$ cat src/design/sorted_timer_queue_defines.svh
// ----------------------------------------------------------------------------
// Sorted timer queue assertion macros
// Concurrent assertion wrappers, compiled out for synthesis.
// ----------------------------------------------------------------------------
`ifndef SORTED_TIMER_QUEUE_DEFINES_SVH
`define SORTED_TIMER_QUEUE_DEFINES_SVH

`ifndef SYNTHESIS
`define STQ_ASSERT(lbl, clk, rstn, prop, msg) \
  lbl: assert property (@(posedge clk) disable iff (!rstn) prop) else $error(msg);
`define STQ_ASSERT_NEXT(lbl, clk, rstn, pre, post, msg) \
  lbl: assert property (@(posedge clk) disable iff (!rstn) (pre) |=> (post)) else $error(msg);
`else
`define STQ_ASSERT(lbl, clk, rstn, prop, msg)
`define STQ_ASSERT_NEXT(lbl, clk, rstn, pre, post, msg)
`endif

`endif

$ cat src/design/stq_pkg.sv
// ----------------------------------------------------------------------------
// Sorted timer queue package
// Sizes, command and result kind codes, entry and control types, and cell operation codes.
// ----------------------------------------------------------------------------
`default_nettype none

package stq_pkg;

  localparam int ActiveDepth   = 32;
  localparam int PendAddDepth  = 8;
  localparam int PendRmDepth   = 8;
  localparam int ClientIdBits  = 8;
  localparam int TimeBits      = 32;
  localparam int AddIdxW       = $clog2(PendAddDepth);
  localparam int RmIdxW        = $clog2(PendRmDepth);
  localparam int AddCntW       = $clog2(PendAddDepth + 1);
  localparam int RmCntW        = $clog2(PendRmDepth + 1);
  localparam int IdxW          = (AddIdxW > RmIdxW) ? AddIdxW : RmIdxW;

  localparam logic [1:0] CMD_TICK       = 2'd0;
  localparam logic [1:0] CMD_REG_ONCE   = 2'd1;
  localparam logic [1:0] CMD_REG_PERIOD = 2'd2;
  localparam logic [1:0] CMD_UNREG      = 2'd3;

  localparam logic KIND_FIRED   = 1'b0;
  localparam logic KIND_DROPPED = 1'b1;

  localparam logic [2:0] OP_HOLD    = 3'd0;
  localparam logic [2:0] OP_KILL    = 3'd1;
  localparam logic [2:0] OP_COMPACT = 3'd2;
  localparam logic [2:0] OP_MARK    = 3'd3;
  localparam logic [2:0] OP_POP     = 3'd4;
  localparam logic [2:0] OP_INSERT  = 3'd5;

  typedef struct packed {
    logic                    valid;
    logic                    due;
    logic                    single;
    logic [ClientIdBits-1:0] client;
    logic [TimeBits-1:0]     dl;
    logic [TimeBits-1:0]     iv;
  } entry_t;

  typedef struct packed {
    logic [2:0]              op;
    entry_t                  new_ent;
    logic [ClientIdBits-1:0] kill_id;
    logic [TimeBits-1:0]     now;
  } ctl_t;

endpackage

`default_nettype wire

$ cat src/design/stq_cell.sv
// ----------------------------------------------------------------------------
// Sorted timer queue cell
// One slot of the deadline-sorted chain; trades entries with its neighbors.
// ----------------------------------------------------------------------------
`default_nettype none

module stq_cell (
  input  wire logic          clk_i,
  input  wire logic          rst_ni,
  input  wire stq_pkg::ctl_t   ctl_i,
  input  wire stq_pkg::entry_t prev_i,
  input  wire logic          prev_after_i,
  input  wire stq_pkg::entry_t next_i,
  input  wire logic          hole_i,
  output stq_pkg::entry_t    ent_o,
  output logic               after_o,
  output logic               hole_o
);
  import stq_pkg::*;

  entry_t ent_q, ent_d;

  // The new entry lands after every due entry and after equal deadlines.
  assign after_o = ent_q.valid && (ent_q.due || (ent_q.dl <= ctl_i.new_ent.dl));
  assign hole_o  = hole_i || !ent_q.valid;
  assign ent_o   = ent_q;

  always_comb begin
    ent_d = ent_q;
    unique case (ctl_i.op)
      OP_KILL: begin
        if (ent_q.client == ctl_i.kill_id) ent_d.valid = 1'b0;
      end
      OP_COMPACT: begin
        if (hole_o) ent_d = next_i;
      end
      OP_MARK: begin
        ent_d.due = ent_q.valid && (ent_q.dl <= ctl_i.now);
      end
      OP_POP: begin
        ent_d = next_i;
      end
      OP_INSERT: begin
        if (!after_o) ent_d = prev_after_i ? ctl_i.new_ent : prev_i;
      end
      default: begin
        ent_d = ent_q;
      end
    endcase
  end

  always_ff @(posedge clk_i or negedge rst_ni) begin
    if (!rst_ni) begin
      ent_q <= '0;
    end else begin
      ent_q <= ent_d;
    end
  end

endmodule

`default_nettype wire

$ cat config.mk
export PLATFORM = sky130hd
export DESIGN_NAME = stq_cell
export DESIGN_NICKNAME = d
export VERILOG_FILES = /design/src/design/sorted_timer_queue_defines.svh /design/src/design/stq_pkg.sv /design/src/design/stq_cell.sv
export SDC_FILE = /design/constraint.sdc
export NUM_CORES = 1
export LEC_CHECK = 0
export BUFFER_PORTS_ARGS = -buffer_cell sky130_fd_sc_hd__clkbuf_2
export CORE_AREA = 2 2 135 137
export DETAILED_ROUTE_END_ITERATION = 8
export DIE_AREA = 0 0 137 139
export PLACE_DENSITY = 0.79
export SKIP_LAST_GASP = 1
export SYNTH_ARGS = -nofsm -noshare
export SYNTH_HDL_FRONTEND = slang
export SYNTH_SLANG_ARGS = --single-unit
export TNS_END_PERCENT = 10
$ cat constraint.sdc
create_clock -name clk_i -period 5.7 [get_ports clk_i]
set_clock_uncertainty 0.1 [all_clocks]
set_input_delay 0.57 -clock clk_i [delete_from_list [all_inputs] [get_ports clk_i]]
set_output_delay 0.57 -clock clk_i [all_outputs]
set_load 0.005 [all_outputs]
## After elaboration in Yosys (flattened, before gate mapping)

Index checks and enable logic that the tools add are counted.

- Bits in registers: 75
- Input port bits: 272
- Output and inout port bits: 77
- Word-level logic and storage cells: 35

- $lt $le $gt $ge: 2
- Eq/ne operators: 9
- Muxes and demuxes: 7
- Reduce and logical (&&, ||, !) cells: 11

Operator list:

| operator | number |
|---|---|
| $mux W75 | 3 |
| $pmux W73 S3 | 1 |
| $le A32 B32 Y1 | 2 |
| $eq A8 B8 Y1 | 1 |
| $pmux W1 S4 | 2 |
| $reduce_bool A4 Y1 | 2 |
| $eq A3 B2 Y1 const B | 2 |
| $eq A3 B3 Y1 const B | 2 |
| $ne A2 B2 Y1 const B | 3 |
| $reduce_and A3 Y1 | 2 |
| $reduce_and A4 Y1 | 1 |
| $eq A3 B1 Y1 const B | 1 |
| $reduce_bool A3 Y1 | 1 |
| $logic_and A1 B1 Y1 | 2 |
| $logic_or A1 B1 Y1 | 2 |
| $logic_not A1 Y1 | 1 |
| $mux W1 | 1 |

## Logic depth before layout (Yosys ltp)

Gate-level depths: netlist of run 1.

- Depth in word-level cells: 5
- Gate-level depth with buffers: 10
- Gate-level depth less buffers: 9

## Worst setup path before layout of run 1

No wires, ideal clock.

- Kind: input port to flip-flop
- Start point: input port ctl_i[86] (netlist name)
- End point: register ent_q (netlist bit ent_o[0])
- Library setup time: 125 ps
- Arrival: 2654 ps
- Data required time: 5475 ps
- Slack: 2821 ps
- Stages: 10
- Buffers on the path: 1
- Cell sequence: inv_1 ha_1 nand4_1 nor4_2 o21ai_1 a311oi_2 nor3_2 o21ai_4 buf_6 mux2_4

- Word-level cells in the longest chain between the ends: 5

RTL lines:

| element | line | text |
|---|---|---|
| start, declared | stq_cell.sv:10 | `input wire stq_pkg::ctl_t ctl_i,` |
| $le A32 B32 Y1 | stq_cell.sv:24 | `assign after_o = ent_q.valid && (ent_q.due \|\| (ent_q.dl <= ctl_i.new_ent.dl));` |
| $logic_or A1 B1 Y1 | stq_cell.sv:24 |  |
| $logic_and A1 B1 Y1 | stq_cell.sv:24 |  |
| $ne A2 B2 Y1 (no line) | -- |  |
| $reduce_and A3 Y1 (no line) | -- |  |
| end signal, assigned | stq_cell.sv:56 | `ent_q <= ent_d;` |
| end, declared | stq_cell.sv:21 | `entry_t ent_q, ent_d;` |

Every way passes these cells.
A chain may end at the register's enable or synchronous reset.

## Worst setup path after layout of run 1

- Start point: register ent_q (netlist bit ent_o[47])
- End point: register ent_q (netlist bit ent_o[29])

- Word-level cells in the longest chain between the ends: 5

RTL lines:

| element | line |
|---|---|
| $le A32 B32 Y1 | stq_cell.sv:24 |
| $logic_or A1 B1 Y1 | stq_cell.sv:24 |
| $logic_and A1 B1 Y1 | stq_cell.sv:24 |
| $ne A2 B2 Y1 (no line) | -- |
| $reduce_and A3 Y1 (no line) | -- |

Every way passes these cells.

==> results of run 1 <==
per-layer routing:
metal	global-route usage, %	wire, um	up-vias
met4	6.67	438	0
met3	6.21	1480	26
met2	36.0	10100	213
met1	25.0	8420	2809
li1	-	-	3026
met5	0	0	-
critical path: stages, from the launching register on:
cell,delay (ns)
sky130_fd_sc_hd__dfrtp_1,0.45
sky130_fd_sc_hd__ha_1,0.32
sky130_fd_sc_hd__nand4_1,0.14
sky130_fd_sc_hd__nor4_2,0.42
sky130_fd_sc_hd__o21ai_1,0.15
sky130_fd_sc_hd__a311oi_2,0.35
sky130_fd_sc_hd__nor3_2,0.11
sky130_fd_sc_hd__o21ai_4,0.15
sky130_fd_sc_hd__buf_4,0.60
sky130_fd_sc_hd__mux2_2,0.41
per-stage QoR:
step           setup slack (ns)  std cells
4_1_cts                    2.20       1235
2_1_floorplan              2.82        672
5_1_grt                    2.06       1236
3_5_place_dp               2.02       1219
6_report                   2.29       1237
3_3_place_gp               2.13       1219
final cells by class:
class | instances | area (um^2) | area share, %
clock inverter | 7 | 124 | 1.43
multi-input combinational | 497 | 4120 | 47.5
clock buffer | 9 | 225 | 2.60
tap | 229 | 287 | 3.31
timing repair buffer | 353 | 1780 | 20.6
sequential | 75 | 1880 | 21.7
inverter | 65 | 244 | 2.82
antenna | 2 | 5.00 | 0.0578
cell families after synthesis:
group,after synthesis
AO/OA/AOI/OAI,135
XOR/XNOR,8
adder cells (fa/ha/maj),64
buffers and inverters,100
flip-flops,75
multiplexers,148
AND/OR/NAND/NOR,142
cell usage in the layout, fill, tap and decap left out, drive strengths merged, types with 2 or more instances in the layout:
cell type	instances
diode	2
nand2b	5
nor3b	2
nor4	4
nand3	3
nand4	14
a21o	7
mux2	73
xor2	5
buf	7
clkbuf	355
a21oi	25
a211oi	5
inv	67
mux2i	75
ha	64
xnor2	3
nand2	90
nor2	10
nor2b	6
a221oi	2
dfrtp	75
o21ai	86
nor3	4
bufinv	3
power by group through the flow:
stage               logic (mW)  registers (mW)  clock network, mW
CTS                      0.903           0.786              0.699
finish                   0.891           0.786              0.683
global placement         0.874           0.793                  0
floorplan                0.533           0.774                  0
detailed placement       0.899           0.792                  0
global route             0.992           0.805              0.721
worst paths after layout:
check                           startpoint   endpoint  depth (start not counted)
worst max-delay path             ent_o[47]  ent_o[29]                          9
worst min-delay path                rst_ni  ent_o[25]                          1
worst max register to register   ent_o[47]  ent_o[29]                          9
worst min register to register   ent_o[17]  ent_o[17]                          1
max in group asynchronous           rst_ni  ent_o[56]                          1
min in group clk_i               ent_o[17]  ent_o[17]                          1
==> impl_results.md, run 1 <==
- Type of element capturing the critical path: register
- Cts hold-fix bufs: 0
- Post-DR wirelength/cell: 16.5 um
- Largest net degree at the start of global routing: 103
- Number of standard-cell rows in the floorplan: 49
- Final total power: 2.36 mW
- Async S/R FF share, synth: 100%
- Flop pwr share: 33.3%
- Flip-flop and latch count after synthesis: 75
- IO buf count: 348
- Post-synth top area share: 29.2%
- Instance area at placement: 8310 um^2
- Part of the Yosys area used for sequential elements: 29.2%
- Max H-tree Level: 3
- Clk_lat worst skew: 0.34 ns
- Global-route wire length before repair: 30900 um
- Max transition margin: 32.0%
- Switching Share: 32.6%
- Clock power share: 29.0%
- Post-Syn Area: 6420 um^2
- Final total negative setup slack: 0 ns
- Post-synth net total: 1008
- Most frequent cells after synthesis: 90 x sky130_fd_sc_hd__nand2_1, 84 x sky130_fd_sc_hd__o21ai_0, 75 x sky130_fd_sc_hd__dfrtp_1, 75 x sky130_fd_sc_hd__mux2i_1, 69 x sky130_fd_sc_hd__mux2_4
- Critical path data required time: 5.82 ns
- Maximum clock frequency: 0.293 GHz
- Data arrival at the endpoint of the critical path: 3.53 ns
- Basic-gate share of the synthesized area counting and, or, nand and nor cells: 10.1%
- Status: completed
- Worst Hold Slack: 0.310 ns
- Combinational family with the most area after synthesis: multiplexers
- Synth Flop Type: sky130_fd_sc_hd__dfrtp_1
- Drt pass-1 iters: 4
- Synthesized area divided by synthesized cell count: 9.56 um^2
- Leakage power of the design: 4.99 nW
- RSZ-0062 raised after global routing: no
- Via count of the first global-routing pass: 6005
- Final Net Count: 1337
- Number of max-capacitance violations reported: 0
- HPWL after detailed placement: 16600 um
- Signed area change from the synthesized netlist to the final layout: 34.9%
- R2R Setup Slk: 2.29 ns
- Via Count: 6074
- Clock transition time at the flip-flop clock pins of the worst setup and hold paths: 0.07 ns
- Pwr per Cell Area: 272 nW/um^2
- Cell with the most instances after synthesis: sky130_fd_sc_hd__nand2_1
- Comb pwr share: 37.7%
- Share of the clock period used by the worst path after layout: 59.8%
- Clk root buf: sky130_fd_sc_hd__clkbuf_16
- Total gr overflow: 0
- DRC violation count after routing: 0
- Final Slew Violations: 0
- Post-synth EDFFs: 0
- Power Internal: 1.59 mW
- Die Footprint: 19000 um^2
- Drt first-iter violations: 211
- Distinct cells, synth: 43
- Hold/Removal Path Class: in -> async
- Top-Level Pins: 349
- Worst Max-Slew Pin Slew: 1.02 ns
- Routed wire length: 20400 um
- Clock buffer count from CTS: 9
- Crit path time final: 3.41 ns
- Final setup fails: 0
- Antenna violations before repair: 2
- Complex-gate fraction of the synthesized area: 11.9%
- Total global routing track utilization: 21.0%
- Gates resized, CTS repair: 0
- Switching component of the power: 0.771 mW
- Clock sink count: 75
- Final hold viol count: 0
- Number of flip-flops in the largest register: 75
- Buffers from clock root to sink, at most: 2
- Core box area: 17700 um^2
- Antenna Nets Post-Route: 0
- Type of the worst setup path: reg -> reg
- Critical path startpoint category: register
- Warnings from Yosys: 0
- Die height: 139 um
- TritonCTS clock tree: yes
- Final cell area excluding filler cells: 8670 um^2
- Xor-xnor portion of the synthesized cell area: 1.09%
- Die extent in x: 137 um
- Peak fanout along the critical path: 42
- Synthesized instance count: 672
- Largest vdd supply drop: 162 uV
- Area contributors post-synth: sky130_fd_sc_hd__dfrtp_1 29%, sky130_fd_sc_hd__mux2_4 16%, sky130_fd_sc_hd__ha_1 12%
- Mux share of post-synthesis cell area: 28.5%
- Count of filler cells inserted in the layout: 1654
- Share of the core filled with cells: 49.1%
- Library cell occupying the most area in the post-synthesis netlist: sky130_fd_sc_hd__dfrtp_1
- Effective utilization at floorplan: 36.4%
- Setup fix buffers added after clock tree synthesis: 0
- Placer Congestion: 0.832
- Per-cell via count in the routed design: 4.91
- Adder and majority gate portion of the synthesized area: 12.5%
- Fraction of layout cells with a size suffix above 1: 44.5%
Power figures use the tool's default switching activity.
==> run 2, diff against run 1 <==
--- a/config.mk
+++ b/config.mk
@@ -9,7 +9,7 @@
 export CORE_AREA = 2 2 135 137
 export DETAILED_ROUTE_END_ITERATION = 8
 export DIE_AREA = 0 0 137 139
-export PLACE_DENSITY = 0.79
+export PLACE_DENSITY = 0.81
 export SKIP_LAST_GASP = 1
 export SYNTH_ARGS = -nofsm -noshare
 export SYNTH_HDL_FRONTEND = slang
==> constraint.sdc (replaced) <==
create_clock -name clk_i -period 2.96 [get_ports clk_i]
set_clock_uncertainty 0.1 [all_clocks]
set_input_delay 0.296 -clock clk_i [delete_from_list [all_inputs] [get_ports clk_i]]
set_output_delay 0.296 -clock clk_i [all_outputs]
set_load 0.005 [all_outputs]
==> impl_results.md, run 2 (same netlist as run 1, synthesis figures left out) <==
- Status: completed
- Number of standard-cell rows in the floorplan: 49 (unchanged)
- Antenna violations before repair: 6 (+4)
- DRC violation count after routing: 0 (unchanged)
- Leakage power of the design: 5.15 nW (+3.3%)
- Pwr per Cell Area: 532 nW/um^2 (+95%)
- Top library cells by usage in the layout, fill and taps aside: 346 x sky130_fd_sc_hd__clkbuf_2, 90 x sky130_fd_sc_hd__nand2_1, 84 x sky130_fd_sc_hd__o21ai_0, 75 x sky130_fd_sc_hd__mux2i_1, 75 x sky130_fd_sc_hd__dfrtp_1
- Type of the worst setup path: reg -> reg
- Area of all sequential standard cells: 1880 um^2 (unchanged)
- IO buf count: 348 (unchanged)
- Family with the most delay on the worst path: simple AND/OR/NAND/NOR gates
- Buffers from clock root to sink, at most: 2 (unchanged)
- Buf/Inv on CP: 2 (+1)
- Die extent in x: 137 um (unchanged)
- Via Count: 6247 (+2.8%)
- Global-route wire length before repair: 31300 um (+1.5%)
- Hold/Removal Path Class: in -> async
- CP max stage delay: 0.41 ns (-0.19 ns)
- Critical path startpoint category: register
- Type of element capturing the critical path: register
- Clock transition time at the flip-flop clock pins of the worst setup and hold paths: 0.06 ns (about the same)
- TritonCTS clock tree: yes
- Crit path time final: 2.94 ns (-0.470 ns)
- RSZ-0062 raised after global routing: yes
- Via count of the first global-routing pass: 6224 (+3.6%)
- Footprint of the multi-input gates: 4190 um^2 (+1.7%)
- Clock power share: 29.2% (+0.2 points)
- Power Internal: 3.27 mW (+110%)
- Clk root buf: sky130_fd_sc_hd__clkbuf_16
- Cts hold-fix bufs: 0 (unchanged)
- Flop pwr share: 31.3% (-2.0 points)
- Critical path data required time: 3.08 ns (-2.74 ns)
- Final Net Count: 1355 (+1.3%)
- Max H-tree Level: 3 (unchanged)
- Per-cell via count in the routed design: 4.97 (+1.2%)
- Final total negative setup slack: 0 ns (unchanged)
- Post-DR wirelength/cell: 16.9 um (+2.1%)
- Share of the clock period used by the worst path after layout: 99.4% (+40 points)
- Top-Level Pins: 349 (unchanged)
- Final setup fails: 0 (unchanged)
- Total gr overflow: 0 (unchanged)
- Clock sink count: 75 (unchanged)
- Final Slew Violations: 0 (unchanged)
- Max transition margin: 35.0% (+3.0 points)
- Final hold viol count: 0 (unchanged)
- Number of flip-flops in the largest register: 75 (unchanged)
- Signed area change from the synthesized netlist to the final layout: 40.5%
- Effective utilization at floorplan: 36.4% (unchanged)
- Core box area: 17700 um^2 (unchanged)
- Largest vdd supply drop: 282 uV (+74%)
- Placer Congestion: 0.917 (+10%)
- Total global routing track utilization: 21.2% (+0.22 points)
- Clock buffer count from CTS: 9 (unchanged)
- Maximum clock frequency: 0.340 GHz (+16%)
- Final cell area excluding filler cells: 9030 um^2 (+4.2%)
- Drt first-iter violations: 203 (-3.8%)
- Final total power: 4.80 mW (+100%)
- Data arrival at the endpoint of the critical path: 3.07 ns (-0.46 ns)
- Fraction of layout cells with a size suffix above 1: 46.1% (+1.6 points)
- Largest net degree at the start of global routing: 77 (-25%)
- Comb pwr share: 39.4% (+1.7 points)
- Number of max-capacitance violations reported: 0 (unchanged)
- Most common cell after layout, fill and taps aside: sky130_fd_sc_hd__clkbuf_2
- Switching Share: 32.0% (-0.67 points)
- Worst Max-Slew Pin Slew: 0.975 ns (-0.0457 ns)
- Clk_lat worst skew: 0.34 ns (about the same)
- Routed wire length: 21200 um (+3.7%)
- Peak fanout along the critical path: 17 (-60%)
- Count of filler cells inserted in the layout: 1635 (-1.1%)
- Worst-path cell with the longest stage delay: sky130_fd_sc_hd__dfrtp_1
- Instance area at placement: 8440 um^2 (+1.5%)
- Die Footprint: 19000 um^2 (unchanged)
- Die height: 139 um (unchanged)
- Cell-by-cell listing of the critical path: ha_4, nand4_1, nor4_4, o21ai_2, a311oi_2, nor3_2, o21ai_4, buf_12, clkbuf_16, mux2_4
- Drt pass-1 iters: 4 (unchanged)
- Switching component of the power: 1.54 mW (+99%)
- HPWL after detailed placement: 16700 um (+0.55%)
- Antenna Nets Post-Route: 0 (unchanged)
run 2: path summary, 6_finish.rpt:
kind,start,to,slack [ns],cells after the start
worst max-delay path,ent_o[46],ent_o[40],0.02,10
worst min-delay path,rst_ni,ent_o[29],0.005,1
worst max register to register,ent_o[46],ent_o[40],0.02,10
worst min register to register,ent_o[72],ent_o[72],0.41,1
max in group asynchronous,rst_ni,ent_o[61],2.12,1
min in group clk_i,ctl_i[114],ent_o[74],0.15,3
run 2: power groups by stage:
stage,Combinational (mW),Clock [mW],Sequential [mW]
after detailed placement,1.82,0,1.50
final,1.89,1.40,1.50
after global routing,2.09,1.48,1.53
after floorplan,1.03,0,1.49
after global placement,1.76,0,1.51
after CTS,1.83,1.43,1.50
run 2: worst register-to-register path: stages, from the launching register on:
cell,delay (ns)
sky130_fd_sc_hd__dfrtp_1,0.41
sky130_fd_sc_hd__ha_4,0.29
sky130_fd_sc_hd__nand4_1,0.19
sky130_fd_sc_hd__nor4_4,0.36
sky130_fd_sc_hd__o21ai_2,0.10
sky130_fd_sc_hd__a311oi_2,0.36
sky130_fd_sc_hd__nor3_2,0.12
sky130_fd_sc_hd__o21ai_4,0.17
sky130_fd_sc_hd__buf_12,0.17
sky130_fd_sc_hd__clkbuf_16,0.22
sky130_fd_sc_hd__mux2_4,0.33
run 2: what timing repair did:
| action | CTS | global route |
|---|---|---|
| gates cloned | 0 | 4 |
| endpoints found under the setup margin | 40 | 73 |
| resized for setup | 1 | 9 |
| setup buffers | 0 | 2 |
| pin swaps | 1 | 8 |
run 2: area by class of cell:
| cell class | count | area share, % |
|---|---|---|
| Antenna cell | 4 | 0.111 |
| Clock buffer | 10 | 2.65 |
| Clock inverter | 6 | 1.51 |
| Inverter | 65 | 2.70 |
| Multi-Input combinational cell | 497 | 46.4 |
| Sequential cell | 75 | 20.8 |
| Tap cell | 229 | 3.17 |
| Timing Repair Buffer | 371 | 22.7 |
run 2: per-stage QoR:
stage	utilization, %	worst slack (ns)	instances	hold slack [ns]
finish	51.1	0.0191	1257	0.00468
CTS	50.0	0.00163	1247	0.0395
floorplan	-	0.259	672	-0.0996
global route	51.1	-0.114	1256	0.0978
global placement	47.8	0.0223	1231	0.399
detailed placement	47.8	-0.0774	1231	0.393
run 2: per-layer routing:
metal  part of all wire (%)  GRT usage, %
met1                     41          24.7
met2                     48          36.2
met3                    7.7          6.32
met4                    3.1          8.36
met5                   0.13             0
==> run 3, diff against run 2 <==
--- a/config.mk
+++ b/config.mk
@@ -10,6 +10,7 @@
 export DETAILED_ROUTE_END_ITERATION = 8
 export DIE_AREA = 0 0 137 139
 export PLACE_DENSITY = 0.81
+export RECOVER_POWER = 50
 export SKIP_LAST_GASP = 1
 export SYNTH_ARGS = -nofsm -noshare
 export SYNTH_HDL_FRONTEND = slang
==> impl_results.md, run 3 (same netlist as run 1, synthesis figures left out) <==
- Share of the core filled with cells: 51.1% (about the same)
- Status: complete, but fails checks
- Largest net degree at the start of global routing: 77 (unchanged)
- Via Count: 6246 (-0.016%)
- Most common cell after layout, fill and taps aside: sky130_fd_sc_hd__clkbuf_2
- Per-cell via count in the routed design: 4.97 (about the same)
- Share of the clock period used by the worst path after layout: 99.3% (about the same)
- Violated checks: max-capacitance violations, max-slew violations
- Drt first-iter violations: 199 (-2.0%)
- Total gr overflow: 0 (unchanged)
- Comb pwr share: 39.4% (about the same)
- Number of max-capacitance violations reported: 1 (+1)
- Met3 layer usage reported by global route: 6.32% (unchanged)
- Data arrival at the endpoint of the critical path: 3.07 ns (about the same)
- Buffers from clock root to sink, at most: 2 (unchanged)
- Final Net Count: 1355 (unchanged)
- Clock buffer count from CTS: 9 (unchanged)
- Hold wc startpoint: ctl_i[114]
- Placed Cells: 1231 (unchanged)
- Via count of the first global-routing pass: 6224 (unchanged)
- Global routing's busiest layer: met2
- Final total power: 4.80 mW (about the same)
- Leakage power of the design: 5.15 nW (about the same)
- Number of standard-cell rows in the floorplan: 49 (unchanged)
- Clock transition time at the flip-flop clock pins of the worst setup and hold paths: 0.07 ns (about the same)
- Worst Hold Slack: 0.147 ns (+0.143 ns)
- Core box area: 17700 um^2 (unchanged)
- Critical path data required time: 3.09 ns (about the same)
- Crit path time final: 2.94 ns (-0.00159 ns)
- Post-Layout Cell Count: 1257 (unchanged)
- Switching Share: 31.9% (-0.039 points)
- Global routing met2 resource utilization: 36.2% (unchanged)
- Die Footprint: 19000 um^2 (unchanged)
- Max transition margin: -27.6% (-63 points)
- DRC violation count after routing: 0 (unchanged)
- Routed wire length: 21200 um (about the same)
- Final setup fails: 0 (unchanged)
- Maximum clock frequency: 0.340 GHz (about the same)
- Top-Level Pins: 349 (unchanged)
- Switching component of the power: 1.53 mW (-0.19%)
- Critical R2R Launch: ent_o[46]
- RSZ-0062 raised after global routing: yes
- Placer Congestion: 0.917 (unchanged)
- Pwr per Cell Area: 532 nW/um^2 (about the same)
- Setup crit start: ent_o[46]
- Effective utilization at floorplan: 36.4% (unchanged)
- Signed area change from the synthesized netlist to the final layout: 40.5% (about the same)
- Total global routing track utilization: 21.2% (unchanged)
- Max H-tree Level: 3 (unchanged)
- Flop pwr share: 31.4% (about the same)
- Fraction of layout cells with a size suffix above 1: 46.1% (unchanged)
- TritonCTS clock tree: yes
- Power Internal: 3.27 mW (about the same)
- Final hold viol count: 0 (unchanged)
- GRT met1 Usage: 24.7% (unchanged)
- Global-route wire length before repair: 31300 um (unchanged)
- Hold/Removal Path Class: in -> reg
- Clk_lat worst skew: 0.34 ns (about the same)
- Worst Max-Slew Pin Slew: 1.91 ns (+0.939 ns)
- Peak fanout along the critical path: 17 (unchanged)
- Number of flip-flops in the largest register: 75 (unchanged)
- Clock sink count: 75 (unchanged)
- Antenna Nets Post-Route: 0 (unchanged)
- Type of element capturing the critical path: register
- Die height: 139 um (unchanged)
- Clock power share: 29.2% (about the same)
- Top library cells by usage in the layout, fill and taps aside: 347 x sky130_fd_sc_hd__clkbuf_2, 90 x sky130_fd_sc_hd__nand2_1, 84 x sky130_fd_sc_hd__o21ai_0, 75 x sky130_fd_sc_hd__mux2i_1, 75 x sky130_fd_sc_hd__dfrtp_1
- Final Slew Violations: 76 (+76)
- HPWL after detailed placement: 16700 um (unchanged)
- Final total negative setup slack: 0 ns (unchanged)
- IO buf count: 348 (unchanged)
- Clk root buf: sky130_fd_sc_hd__clkbuf_16
- Post-DR wirelength/cell: 16.9 um (about the same)
- Type of the worst setup path: reg -> reg
- Die extent in x: 137 um (unchanged)
- Critical path startpoint category: register
- Drt pass-1 iters: 5 (+1)
- Antenna violations before repair: 6 (unchanged)
- Largest vdd supply drop: 282 uV (about the same)
run 3: cell count changes in the layout (fill, tap and decap cells not counted), sizes merged:
cell	before	now
buf	21	20
clkbuf	360	361
run 3: through the flow:
stage | worst slack, ns | area (um^2)
finish | 0.0207 | 9030
global route | -0.114 | 9020
CTS | 0.00163 | 8820
detailed placement | -0.0774 | 8440
global placement | 0.0223 | 8440
floorplan | 0.259 | 6420
run 3: path summary, 6_finish.rpt:
| check | end | slack, ns | depth (start not counted) |
|---|---|---|---|
| worst max register to register | ent_o[26] | 0.02 | 10 |
| max in group asynchronous | ent_o[61] | 1.24 | 1 |
| min in group asynchronous | ent_o[29] | 0.38 | 1 |
| worst min-delay path | ent_o[74] | 0.15 | 3 |
| worst max-delay path | ent_o[26] | 0.02 | 10 |
| worst min register to register | ent_o[72] | 0.41 | 1 |
run 3: per-layer routing:
| layer | vias to the layer above | wire length, um |
|---|---|---|
| met3 | 43 | 1600 |
| met1 | 2879 | 8650 |
| met4 | 4 | 660 |
| li1 | 3061 | - |
| met2 | 259 | 10300 |
| met5 | - | 27 |
run 3: critical path, stage by stage, from the launching register on:
cell and delay (ns):
sky130_fd_sc_hd__dfrtp_1 0.41, sky130_fd_sc_hd__ha_4 0.29, sky130_fd_sc_hd__nand4_1 0.19, sky130_fd_sc_hd__nor4_4 0.35, sky130_fd_sc_hd__o21ai_2 0.10, sky130_fd_sc_hd__a311oi_2 0.36
sky130_fd_sc_hd__nor3_2 0.12, sky130_fd_sc_hd__o21ai_4 0.17, sky130_fd_sc_hd__buf_12 0.17, sky130_fd_sc_hd__clkbuf_16 0.22, sky130_fd_sc_hd__mux2_4 0.31
run 3: layout make-up:
type	count	area, um^2
Fill cell	1636	8630
Tap cell	229	287
Multi-Input combinational cell	497	4190
Antenna cell	4	10.0
Inverter	65	244
Clock buffer	10	239
Timing Repair Buffer	371	2040
Sequential cell	75	1880
Clock inverter	6	136
run 3: timing repair:
item | 4_1_cts | 5_1_grt
pin swaps | 1 | 8
endpoints found under the setup margin | 40 | 73
endpoints found under the hold margin | 0 | 0
gates cloned | 0 | 4
hold buffers | 0 | 0
resized for setup | 1 | 9
buffers inserted | 0 | 2
run 3: power by group through the flow:
stage	Clock, mW	Combinational [mW]	Sequential [mW]
floorplan	0	1.03	1.49
global placement	0	1.76	1.51
detailed placement	0	1.82	1.50
global route	1.48	2.09	1.53
CTS	1.43	1.83	1.50
finish	1.40	1.89	1.50
